`src/scca_pkg.sv`:
```
`timescale 1ns / 1ps
// ---------------------------------------------------------------------------
// scca_pkg: shared types and helpers for the serial clock command block
// Parser modes, command characters, digit counts, the result word and the
// decimal/BCD helper functions.
// ---------------------------------------------------------------------------
package scca_pkg;

	// Parser modes
	localparam logic [1:0] MODE_IDLE  = 2'd0;
	localparam logic [1:0] MODE_TIME  = 2'd1;
	localparam logic [1:0] MODE_ALARM = 2'd2;
	localparam logic [1:0] MODE_TERM  = 2'd3;

	// Word types on the input channel
	localparam logic OP_BYTE = 1'b0;
	localparam logic OP_TIME = 1'b1;

	// Command characters
	localparam logic [7:0] CHAR_SET_TIME  = 8'h58;  // 'X'
	localparam logic [7:0] CHAR_SET_ALARM = 8'h59;  // 'Y'

	localparam int TimeDigits  = 16;
	localparam int AlarmDigits = 6;
	localparam int CountW      = 5;
	localparam int IdxW        = $clog2(TimeDigits);

	localparam logic [CountW-1:0] TIME_LAST  = CountW'(TimeDigits - 1);
	localparam logic [CountW-1:0] ALARM_LAST = CountW'(AlarmDigits - 1);

	typedef logic [3:0] nibble_t;

	typedef struct packed {
		logic       set_time;
		logic [7:0] year_bcd;
		logic [7:0] month_bcd;
		logic [7:0] day_bcd;
		logic [7:0] hour_bcd;
		logic [7:0] minute_bcd;
		logic [7:0] second_bcd;
		logic [7:0] weekday_bcd;
		logic       alarm_fire;
		logic       chime;
	} result_t;

	// Two decimal digits to a value: hi*10 + lo (at most 165)
	function automatic logic [7:0] pair_val(input nibble_t hi, input nibble_t lo);
		logic [7:0] hi10;
		hi10 = {1'b0, hi, 3'b000} + {3'b000, hi, 1'b0};
		pair_val = hi10 + {4'd0, lo};
	endfunction

	// Binary to BCD, kept to 8 bits; v/10 by reciprocal multiply (exact below 1029)
	function automatic logic [7:0] to_bcd(input logic [7:0] v);
		logic [15:0] prod;
		logic [4:0]  tens;
		logic [7:0]  tens10;
		logic [7:0]  ones;
		prod   = {8'd0, v} * 16'd205;
		tens   = prod[15:11];
		tens10 = {tens[4:0], 3'b000} + {2'b00, tens[4:0], 1'b0};
		ones   = v - tens10;
		to_bcd = {tens[3:0], 4'b0000} + ones;
	endfunction

endpackage

```
`src/scca_if.sv`:
```
`timescale 1ns / 1ps
// ---------------------------------------------------------------------------
// scca_if: channel interfaces for the serial clock command block
// Input channel carries serial bytes and time reports; output channel carries
// one result word per input word. Both use valid/ready handshakes.
// ---------------------------------------------------------------------------
interface scca_in_if;
	logic       valid;
	logic       ready;
	logic       op;
	logic [7:0] rx_byte;
	logic [4:0] now_hour;
	logic [5:0] now_minute;
	logic [5:0] now_second;

	modport source (output valid, op, rx_byte, now_hour, now_minute, now_second,
		input ready);
	modport sink (input valid, op, rx_byte, now_hour, now_minute, now_second,
		output ready);
endinterface

interface scca_out_if;
	logic       valid;
	logic       ready;
	logic       set_time;
	logic [7:0] year_bcd;
	logic [7:0] month_bcd;
	logic [7:0] day_bcd;
	logic [7:0] hour_bcd;
	logic [7:0] minute_bcd;
	logic [7:0] second_bcd;
	logic [7:0] weekday_bcd;
	logic       alarm_fire;
	logic       chime;

	modport source (output valid, set_time, year_bcd, month_bcd, day_bcd, hour_bcd,
		minute_bcd, second_bcd, weekday_bcd, alarm_fire, chime, input ready);
	modport sink (input valid, set_time, year_bcd, month_bcd, day_bcd, hour_bcd,
		minute_bcd, second_bcd, weekday_bcd, alarm_fire, chime, output ready);
endinterface

```
`src/serial_clock_command_and_alarm_top.sv`:
```
`timescale 1ns / 1ps
// ---------------------------------------------------------------------------
// serial_clock_command_and_alarm_top: command parser, alarm and chime
// Parses set-time ('X' + 16 digits + terminator) and set-alarm ('Y' + 6 digits
// + terminator) commands from serial bytes and checks time reports against
// the armed alarm and the hourly chime.
// ---------------------------------------------------------------------------
// Usage:
//   in_ch  : one word per serial byte (op = 0) or per time report (op = 1).
//   out_ch : exactly one result word for every accepted input word, in order.
//            On the last digit of a set-time command set_time is high with the
//            new values in BCD; on a time report alarm_fire and chime report
//            the match. All other fields are zero.
// Output: the result is in the output register in the cycle after acceptance.
// Throughput: one word per cycle while out_ch drains; all parsing, pair
//   combining and BCD conversion is one combinational stage before result_q.
// Stall: the input is taken whenever the output register is empty or being
//   drained in the same cycle.
// Reset: parser idle, digit count zero, alarm cleared and disarmed, no result
//   pending. The digit store is not cleared; every digit is written before
//   the pairs that use it are read.
// ---------------------------------------------------------------------------
module serial_clock_command_and_alarm_top (
	input  logic          clk,
	input  logic          arst_n,
	scca_in_if.sink       in_ch,
	scca_out_if.source    out_ch
);
	import scca_pkg::*;

	logic [1:0]        mode_q;
	logic [CountW-1:0] digit_count_q;
	nibble_t           digit_store_q [TimeDigits];
	logic [7:0]        alarm_hour_q;
	logic [7:0]        alarm_minute_q;
	logic [7:0]        alarm_second_q;
	logic              alarm_armed_q;
	logic              out_valid_q;
	result_t           result_q;

	logic              in_acc;
	nibble_t           nib;
	nibble_t           digit_view [TimeDigits];
	logic              store_wr;
	logic              time_done;
	logic              alarm_done;
	logic              fire_c;
	logic [1:0]        mode_d;
	logic [CountW-1:0] count_d;
	result_t           result_d;

	assign in_ch.ready = !out_valid_q || out_ch.ready;
	assign in_acc      = in_ch.valid && in_ch.ready;
	assign nib         = in_ch.rx_byte[3:0];

	// Store contents with the digit arriving now bypassed in
	always_comb begin
		for (int i = 0; i < TimeDigits; i++) begin
			digit_view[i] = (IdxW'(i) == digit_count_q[IdxW-1:0]) ? nib : digit_store_q[i];
		end
	end

	// Parser and alarm next-state and result
	always_comb begin
		mode_d     = mode_q;
		count_d    = digit_count_q;
		store_wr   = 1'b0;
		time_done  = 1'b0;
		alarm_done = 1'b0;
		fire_c     = 1'b0;
		result_d   = '0;
		if (in_ch.op == OP_TIME) begin
			fire_c = alarm_armed_q
				&& alarm_hour_q == {3'b000, in_ch.now_hour}
				&& alarm_minute_q == {2'b00, in_ch.now_minute}
				&& alarm_second_q == {2'b00, in_ch.now_second};
			result_d.alarm_fire = fire_c;
			result_d.chime = (in_ch.now_minute == 6'd0) && (in_ch.now_second == 6'd0);
		end else begin
			unique case (mode_q)
				MODE_IDLE: begin
					if (in_ch.rx_byte == CHAR_SET_TIME) begin
						mode_d  = MODE_TIME;
						count_d = '0;
					end else if (in_ch.rx_byte == CHAR_SET_ALARM) begin
						mode_d  = MODE_ALARM;
						count_d = '0;
					end
				end
				MODE_TIME: begin
					store_wr = 1'b1;
					if (digit_count_q == TIME_LAST) begin
						time_done = 1'b1;
						mode_d    = MODE_TERM;
						count_d   = '0;
					end else begin
						count_d = digit_count_q + 1'b1;
					end
				end
				MODE_ALARM: begin
					store_wr = 1'b1;
					if (digit_count_q == ALARM_LAST) begin
						alarm_done = 1'b1;
						mode_d     = MODE_TERM;
						count_d    = '0;
					end else begin
						count_d = digit_count_q + 1'b1;
					end
				end
				MODE_TERM: begin
					mode_d  = MODE_IDLE;
					count_d = '0;
				end
				default: begin
					mode_d  = MODE_IDLE;
					count_d = '0;
				end
			endcase
			if (time_done) begin
				result_d.set_time    = 1'b1;
				result_d.year_bcd    = to_bcd(pair_val(digit_view[2], digit_view[3]));
				result_d.month_bcd   = to_bcd(pair_val(digit_view[4], digit_view[5]));
				result_d.day_bcd     = to_bcd(pair_val(digit_view[6], digit_view[7]));
				result_d.hour_bcd    = to_bcd(pair_val(digit_view[8], digit_view[9]));
				result_d.minute_bcd  = to_bcd(pair_val(digit_view[10], digit_view[11]));
				result_d.second_bcd  = to_bcd(pair_val(digit_view[12], digit_view[13]));
				result_d.weekday_bcd = to_bcd(pair_val(digit_view[14], digit_view[15]));
			end
		end
	end

	// Control state
	always_ff @(posedge clk or negedge arst_n) begin
		if (!arst_n) begin
			mode_q         <= MODE_IDLE;
			digit_count_q  <= '0;
			alarm_hour_q   <= '0;
			alarm_minute_q <= '0;
			alarm_second_q <= '0;
			alarm_armed_q  <= 1'b0;
			out_valid_q    <= 1'b0;
		end else begin
			if (in_acc) begin
				out_valid_q   <= 1'b1;
				mode_q        <= mode_d;
				digit_count_q <= count_d;
				if (alarm_done) begin
					alarm_hour_q   <= pair_val(digit_view[0], digit_view[1]);
					alarm_minute_q <= pair_val(digit_view[2], digit_view[3]);
					alarm_second_q <= pair_val(digit_view[4], digit_view[5]);
					alarm_armed_q  <= 1'b1;
				end else if (fire_c) begin
					alarm_armed_q <= 1'b0;
				end
			end else if (out_ch.ready) begin
				out_valid_q <= 1'b0;
			end
		end
	end

	// Digit store and result register
	always_ff @(posedge clk) begin
		if (in_acc) begin
			result_q <= result_d;
			if (store_wr) begin
				digit_store_q[digit_count_q[IdxW-1:0]] <= nib;
			end
		end
	end

	assign out_ch.valid       = out_valid_q;
	assign out_ch.set_time    = result_q.set_time;
	assign out_ch.year_bcd    = result_q.year_bcd;
	assign out_ch.month_bcd   = result_q.month_bcd;
	assign out_ch.day_bcd     = result_q.day_bcd;
	assign out_ch.hour_bcd    = result_q.hour_bcd;
	assign out_ch.minute_bcd  = result_q.minute_bcd;
	assign out_ch.second_bcd  = result_q.second_bcd;
	assign out_ch.weekday_bcd = result_q.weekday_bcd;
	assign out_ch.alarm_fire  = result_q.alarm_fire;
	assign out_ch.chime       = result_q.chime;

	// Checks
	a_count_zero_outside_digits: assert property (@(posedge clk) disable iff (!arst_n)
		(mode_q == MODE_IDLE || mode_q == MODE_TERM) |-> digit_count_q == '0)
		else $error("digit count nonzero outside a digit phase");

	a_count_in_range: assert property (@(posedge clk) disable iff (!arst_n)
		digit_count_q < CountW'(TimeDigits))
		else $error("digit count beyond the store");

	a_fire_disarms: assert property (@(posedge clk) disable iff (!arst_n)
		(in_acc && fire_c) |=> !alarm_armed_q && out_ch.valid && out_ch.alarm_fire)
		else $error("alarm fired but stayed armed");

	a_set_time_exclusive: assert property (@(posedge clk) disable iff (!arst_n)
		(out_ch.valid && out_ch.set_time) |-> !out_ch.alarm_fire && !out_ch.chime)
		else $error("set_time together with time report flags");

endmodule

```
`src/flat_wrapper.sv`:
```
// flat-port wrapper written by rule: the top's interface ports become plain ports
module serial_clock_command_and_alarm_top_flat import scca_pkg::*;
  (clk, arst_n, in_ch_valid, in_ch_op, in_ch_rx_byte, in_ch_now_hour, in_ch_now_minute, in_ch_now_second, in_ch_ready, out_ch_valid, out_ch_set_time, out_ch_year_bcd, out_ch_month_bcd, out_ch_day_bcd, out_ch_hour_bcd, out_ch_minute_bcd, out_ch_second_bcd, out_ch_weekday_bcd, out_ch_alarm_fire, out_ch_chime, out_ch_ready);
  scca_in_if in_ch_i ();
  scca_out_if out_ch_i ();
  input  logic clk;
  input  logic arst_n;
  input wire logic [$bits(in_ch_i.valid)-1:0] in_ch_valid;
  input wire logic [$bits(in_ch_i.op)-1:0] in_ch_op;
  input wire logic [$bits(in_ch_i.rx_byte)-1:0] in_ch_rx_byte;
  input wire logic [$bits(in_ch_i.now_hour)-1:0] in_ch_now_hour;
  input wire logic [$bits(in_ch_i.now_minute)-1:0] in_ch_now_minute;
  input wire logic [$bits(in_ch_i.now_second)-1:0] in_ch_now_second;
  output wire logic [$bits(in_ch_i.ready)-1:0] in_ch_ready;
  output wire logic [$bits(out_ch_i.valid)-1:0] out_ch_valid;
  output wire logic [$bits(out_ch_i.set_time)-1:0] out_ch_set_time;
  output wire logic [$bits(out_ch_i.year_bcd)-1:0] out_ch_year_bcd;
  output wire logic [$bits(out_ch_i.month_bcd)-1:0] out_ch_month_bcd;
  output wire logic [$bits(out_ch_i.day_bcd)-1:0] out_ch_day_bcd;
  output wire logic [$bits(out_ch_i.hour_bcd)-1:0] out_ch_hour_bcd;
  output wire logic [$bits(out_ch_i.minute_bcd)-1:0] out_ch_minute_bcd;
  output wire logic [$bits(out_ch_i.second_bcd)-1:0] out_ch_second_bcd;
  output wire logic [$bits(out_ch_i.weekday_bcd)-1:0] out_ch_weekday_bcd;
  output wire logic [$bits(out_ch_i.alarm_fire)-1:0] out_ch_alarm_fire;
  output wire logic [$bits(out_ch_i.chime)-1:0] out_ch_chime;
  input wire logic [$bits(out_ch_i.ready)-1:0] out_ch_ready;
  assign in_ch_i.valid = in_ch_valid;
  assign in_ch_i.op = in_ch_op;
  assign in_ch_i.rx_byte = in_ch_rx_byte;
  assign in_ch_i.now_hour = in_ch_now_hour;
  assign in_ch_i.now_minute = in_ch_now_minute;
  assign in_ch_i.now_second = in_ch_now_second;
  assign in_ch_ready = in_ch_i.ready;
  assign out_ch_valid = out_ch_i.valid;
  assign out_ch_set_time = out_ch_i.set_time;
  assign out_ch_year_bcd = out_ch_i.year_bcd;
  assign out_ch_month_bcd = out_ch_i.month_bcd;
  assign out_ch_day_bcd = out_ch_i.day_bcd;
  assign out_ch_hour_bcd = out_ch_i.hour_bcd;
  assign out_ch_minute_bcd = out_ch_i.minute_bcd;
  assign out_ch_second_bcd = out_ch_i.second_bcd;
  assign out_ch_weekday_bcd = out_ch_i.weekday_bcd;
  assign out_ch_alarm_fire = out_ch_i.alarm_fire;
  assign out_ch_chime = out_ch_i.chime;
  assign out_ch_i.ready = out_ch_ready;
  serial_clock_command_and_alarm_top u_core (.clk(clk), .arst_n(arst_n), .in_ch(in_ch_i), .out_ch(out_ch_i));
endmodule
```
`config.mk`:
```
export PLATFORM = sky130hd
export DESIGN_NAME = serial_clock_command_and_alarm_top_flat
export DESIGN_NICKNAME = d
export VERILOG_FILES = /design/src/scca_pkg.sv /design/src/scca_if.sv /design/src/serial_clock_command_and_alarm_top.sv /design/src/flat_wrapper.sv
export SDC_FILE = /design/constraint.sdc
export NUM_CORES = 1
export LEC_CHECK = 0
export ABC_AREA = 0
export BUFFER_PORTS_ARGS = -buffer_cell sky130_fd_sc_hd__buf_2
export CAP_MARGIN = 20
export CELL_PAD_IN_SITES_DETAIL_PLACEMENT = 0
export CELL_PAD_IN_SITES_GLOBAL_PLACEMENT = 1
export CORE_MARGIN = 10
export CORE_UTILIZATION = 51
export DETAILED_ROUTE_END_ITERATION = 10
export PLACE_DENSITY = 0.89
export SLEW_MARGIN = 15
export SYNTH_ARGS = -nofsm -noshare
export SYNTH_HDL_FRONTEND = slang
export SYNTH_SLANG_ARGS = --single-unit
export TNS_END_PERCENT = 5
```
`constraint.sdc`:
```
create_clock -name clk -period 11.6 [get_ports clk]
set_input_delay 1.74 -clock clk [delete_from_list [all_inputs] [get_ports clk]]
set_output_delay 1.74 -clock clk [all_outputs]
set_load 0.05 [all_outputs]
```
Yosys cells after proc, flatten, opt, wreduce, memory -nomap -nowiden
Memory sizes are Yosys's and may differ from the RTL's.
Cells that the tools add are included.
- register bits: 92
- memory bits (writable): 64
- bits of input ports: 30
- output and inout port bits: 61
- logic and storage cells: 155
- memories: 1
- memory list (name ; depth ; bits a word ; rd ports ; clocked after Yosys merged registers in ; wr ports ; RTL line ; RTL):
    u_core.digit_store_q ; 16 ; 4 ; 16 ; 0 ; 1 ; serial_clock_command_and_alarm_top.sv:33 ; nibble_t digit_store_q [TimeDigits];
- $add $sub $neg: 38
- multipliers: 7
- eq/ne operators: 28
- mux-type cells: 43
- bitwise gates (word level): 2
- reduce and logical (&&, ||, !) cells: 19
- operators with widths (kind ; count):
    multiplier 8 x 8 -> 16 bit, second input constant ; 7
    adder 7 x 5 -> 8 bit ; 8
    adder 8 x 4 -> 8 bit ; 8
    2-to-1 mux 4 bit ; 16
    2-to-1 mux 57 bit ; 1
    adder 8 x 6 -> 8 bit ; 7
    adder 8 bit ; 7
    subtractor 8 bit ; 7
    equality test 4 bit, first input constant ; 8
    2-to-1 mux 5 bit ; 4
    one-hot mux 5 bit (4 select lines) ; 1
    equality test 3 x 4 -> 1 bit, first input constant ; 4
    equality test 8 x 6 -> 1 bit ; 2
    equality test 8 x 7 -> 1 bit, second input constant ; 2
    2-to-1 mux 1 bit ; 16
    logical NOT 6 bit ; 2
    equality test 2 x 4 -> 1 bit, first input constant ; 2
    equality test 8 x 5 -> 1 bit ; 1
    2-to-1 mux 2 bit ; 4
    one-hot mux 2 bit (4 select lines) ; 1
    adder 5 x 1 -> 5 bit, second input constant ; 1
    equality test 5 x 3 -> 1 bit, second input constant ; 1
    equality test 5 x 4 -> 1 bit, second input constant ; 1
    logical AND 1 bit ; 5
    15 further kinds ; 21

Longest topological paths before layout
- depth after elaboration: 9
- depth in mapped cells: 40
- gate-level depth less buffers: 39

Worst setup path after synthesis
No wires, ideal clock.
- path type: input to register
- from: in in_ch_rx_byte[3]
- to: reg u_core.result_q (netlist bit u_core.out_ch.year_bcd[7]) (data pin)
- setup time: 261 ps
- data arrival time: 9959 ps
- required time: 11339 ps
- path slack: 1380 ps
- stages: 36
- buffers on the path: 2
- cell sequence: clkbuf_1 > clkbuf_1 > mux2_2 > fa_1 > inv_1 > fa_1 > nor2b_1 > o21ai_0 > nand2_1 > xor2_1 > inv_1 > ha_1 > inv_1 > fa_1 > inv_1 > fa_1 > inv_1 > fa_1 > inv_1 > ha_1 > nand2_1 > a2111o_1 > or3_4 > nand3_1 > a21oi_1 > or2_2 > fa_1 > inv_1 > fa_1 > inv_1 > ha_1 > nand2_1 > o21ai_0 > xnor3_1 > xnor2_1 > mux2i_1
- word-level cells in the longest chain between the ends: 7
- elaborated cells between the ends (all ways): 8
- classes of those cells: add/sub (5); mul (1); mux (2)
- RTL lines (element ; RTL line ; RTL):
    start: declaration ; flat_wrapper.sv:10 ; input wire logic [$bits(in_ch_i.rx_byte)-1:0] in_ch_rx_byte;
    2-to-1 mux 4 bit ; serial_clock_command_and_alarm_top.sv:59 ; digit_view[i] = (IdxW'(i) == digit_count_q[IdxW-1:0]) ? nib : digit_store_q[i];
    adder 7 x 5 -> 8 bit ; scca_pkg.sv:49 ; hi10 = {1'b0, hi, 3'b000} + {3'b000, hi, 1'b0};
    adder 8 x 4 -> 8 bit (*) ; scca_pkg.sv:50 ; pair_val = hi10 + {4'd0, lo};
    multiplier 8 x 8 -> 16 bit ; scca_pkg.sv:59 ; prod = {8'd0, v} * 16'd205;
    adder 8 x 6 -> 8 bit ; scca_pkg.sv:61 ; tens10 = {tens[4:0], 3'b000} + {2'b00, tens[4:0], 1'b0};
    subtractor 8 bit ; scca_pkg.sv:62 ; ones = v - tens10;
    adder 8 bit (*) ; scca_pkg.sv:63 ; to_bcd = {tens[3:0], 4'b0000} + ones;
    end signal: assignment ; serial_clock_command_and_alarm_top.sv:164 ; result_q <= result_d;
    end: declaration ; serial_clock_command_and_alarm_top.sv:39 ; result_t result_q;
Mark *: on every way between the ends. The rest lies on a longest branch, timed or not.
A chain may end at the register's enable or synchronous reset.

Worst setup path in the final report
- from: in in_ch_rx_byte[2]
- to: reg u_core.result_q (netlist bit u_core.out_ch.year_bcd[7]) (data pin)
Same word-level chain as after synthesis.

==> results.sh <==
export IMPL_area_growth_syn_to_layout_pct=8.41
export IMPL_die_h_um=213
export IMPL_drc=0
export IMPL_yosysTopAreaCell="ha_1"
export IMPL_slew_headroom_pct=35.9
export IMPL_drt_iter0_markers=556
export IMPL_drt_pass1_iter_count=4
export IMPL_clk_latency_ns=0.46
export IMPL_die_w_um=213
export IMPL_cts_root_buf="clkbuf_16"
export IMPL_seq_area_mm2=0.00452
export IMPL_critical_path_max_fanout=22
export IMPL_ioPinCount=91
export IMPL_setup_viol=0
export IMPL_setup_tns_final_ns=0
export IMPL_ctsResizeCount=0
export IMPL_worst_slew_pin_slew_ns=0.959
export IMPL_grt_max_degree=42
export IMPL_yosysSeqAreaShare_pct=23.7
export IMPL_max_stage_delay_ns=0.58
export IMPL_via_per_inst=5.37
export IMPL_fin_crit_sh_pct=89.1
export IMPL_initial_core_util_pct=51.8
export IMPL_finalCriticalPeriod_ns=10.33
export IMPL_post_cts_buffers=0
export IMPL_synth_top_cells_by_area="ha_1 28%, edfxtp_1 19%, fa_1 13%"
export IMPL_h_tree_depth=4
export IMPL_criticalPathCategory="primary input to flip-flop"
export IMPL_synth_top_area_share_pct=28.4
export IMPL_synth_area_mm2=0.0191
export IMPL_rsz0062_at_grt="no"
export IMPL_synth_area_per_cell_um2=10.4
export IMPL_syn_inst=1830
export IMPL_holdBufCountCts=0
export IMPL_fmax_mhz=96.8
export IMPL_synth_warnings=0
export IMPL_fin_nets=2518
export IMPL_wire_per_inst_um=16.2
export IMPL_die_area_mm2=0.0455
export IMPL_path_clk_slew_ns=0.08
export IMPL_final_cells=2409
export IMPL_grt_pass1_vias=13736
export IMPL_grt_first_pass_wirelength_mm=66.4
export IMPL_place_congestion=0.875
export IMPL_multiInputGateArea_mm2=0.0132
export IMPL_clockBufferDepth=2
export IMPL_drv_slew=0
export IMPL_cpMostUsedCell="inv_1"
export IMPL_fillers=3101
export IMPL_rows=70
export IMPL_antenna_found_initial=4
export IMPL_routed_wl_mm=39.0
export IMPL_drv_cap=0
export IMPL_port_buffers=90
export IMPL_ys_types=75
export IMPL_drive_gt1_share_pct=10.5
export IMPL_synth_ff_type="edfxtp_1"
export IMPL_syn_num_nets=2421
export IMPL_hpwl_mm=31.7
export IMPL_ys_ff_latch=156
export IMPL_hp_class="flip-flop to flip-flop"
export IMPL_dpl_cell_count=2376
export IMPL_skew_ns=0.0150
export IMPL_grt_usage_pct=18.0
export IMPL_cp_required_ns=11.90
export IMPL_cpMaxStageDelayCell="fa_1"
export IMPL_vias=12936
export IMPL_cp_arrival_ns=10.64
export IMPL_synth_edf_count=123
export IMPL_fin_ws_ns=1.27
export IMPL_hold_violations=0
export IMPL_core_mm2=0.0368
export IMPL_numCtsBuffers=17
export IMPL_status="finished clean"
export IMPL_cts_tree="built"
export IMPL_overflow=0
export IMPL_endpoint_kind="flip-flop"
export IMPL_drtAntennaViolNets=0
export IMPL_clock_sinks=156
export IMPL_synthArstFlopShare_pct=21.2
export IMPL_pre_cts_ws_ns=0.802
export IMPL_start_kind="primary input"
-- worst max-delay path: cells and delay by family --
family | cells | cell delay (ns)
buffers and inverters | 9 | 0.85
adders and majority gates | 10 | 4.36
AOI/OAI and AO/OA | 7 | 1.29
and+or+nand+nor | 4 | 0.61
muxes | 2 | 0.56
xor gates and xnor gates | 4 | 1.22
-- per-stage QoR --
stage / area (µm²) / utilization, % / hold WS (ns)
final: 20700 / 56.2 / 0.476
after global routing: 20700 / 56.2 / 0.524
after global placement: 20100 / 54.6 / 0.457
after CTS: 20700 / 56.2 / 0.480
after floorplan: 19100 / - / 0.431
after detailed placement: 20100 / 54.6 / 0.461
-- metal layers --
layer | vias to the layer above | global-route usage, % | share of wire, %
met5 | - | 0 | 0.054
met4 | 4 | 4.74 | 1.4
met3 | 38 | 2.19 | 3.3
met2 | 157 | 31.9 | 50
met1 | 6303 | 22.7 | 45
li1 | 6434 | - | -
-- layout make-up --
type,instances,share of cell area [%]
Multi-Input combinational cell,1324,63.9
Sequential cell,156,21.9
Tap cell,468,2.83
Clock inverter,15,0.835
Inverter,327,5.94
Antenna cell,1,0.0121
Clock buffer,17,2.06
Timing Repair Buffer,101,2.58
-- cell usage after synthesis, types with 3 or more instances --
master	n
a2111o_1	3
and4b_1	4
or2_2	4
clkbuf_1	17
o21ai_0	40
fa_1	128
ha_1	433
xor2_1	67
and2_1	19
edfxtp_1	123
or3_1	4
a311o_1	3
a22oi_1	3
nor3_1	7
nor2b_1	10
buf_6	3
nand4_1	11
o21a_1	5
inv_1	327
a21o_1	44
dfrtp_1	33
nand4b_1	3
o31ai_1	7
nor2_1	112
a21oi_1	82
nand2_1	70
a31oi_1	5
nor3b_1	3
nor4_1	9
nand3b_1	6
mux2i_1	26
o21bai_1	12
xnor3_1	5
nand2b_1	16
or4_1	3
a31o_2	3
and3_1	5
xnor2_1	68
mux2_2	42
nand3_1	16
o211ai_1	4
-- cell families (layout without fill, tap and decap cells) --
group | count (synthesis) | in the layout | synth area share, %
other | 0 | 1 | 0
adders and majority gates | 561 | 561 | 41.9
muxes | 68 | 68 | 3.85
and+or+nand+nor | 320 | 320 | 8.54
buffers and inverters | 350 | 460 | 7.04
xor gates and xnor gates | 142 | 142 | 6.96
DFF | 156 | 156 | 23.7
AOI/OAI and AO/OA | 233 | 233 | 8.05
-- placed cells by master, fill, tap and decap left out, drive strengths merged, types with 10 or more instances in the layout --
cell and n:
nor2 112, dfrtp 33, and2 20, ha 433, o21bai 12, nand4 11, nand3 18, nand2b 16
mux2 42, inv 333, edfxtp 123, nand2 72, xnor2 70, mux2i 26, buf 101, a21o 44
o21ai 42, clkbuf 17, nor2b 10, fa 128, a21oi 82, xor2 67
-- sequential cells by signal, indices dropped and copies added (netlist names), 2 cells and up --
name and cells:
u_core.alarm_second_q 8, u_core.out_ch.hour_bcd 8, u_core.out_ch.month_bcd 8, u_core.out_ch.weekday_bcd 8
u_core.out_ch.day_bcd 8, u_core.alarm_minute_q 8, u_core.out_ch.minute_bcd 8, u_core.out_ch.second_bcd 8
u_core.alarm_hour_q 8, u_core.out_ch.year_bcd 8, u_core.digit_count_q 5, u_core.digit_store_q 64
u_core.mode_q 2
-- final timing paths --
kind | from | slack (ns) | cells after the start | to
hold reg to reg | u_core.alarm_hour_q[5] | 0.48 | 2 | u_core.alarm_hour_q[5]
hold / removal | u_core.alarm_hour_q[5] | 0.48 | 2 | u_core.alarm_hour_q[5]
setup reg to reg | u_core.digit_count_q[0] | 1.53 | 37 | u_core.out_ch.year_bcd[7]
min in group asynchronous | arst_n | 1.39 | 1 | u_core.alarm_hour_q[0]
max in group asynchronous | arst_n | 9.66 | 1 | u_core.out_ch.valid
setup / recovery | in_ch_rx_byte[2] | 1.27 | 36 | u_core.out_ch.year_bcd[7]
Power is not shown: default switching activity piles up to over one toggle a cycle in this logic, so the estimate is an artifact.
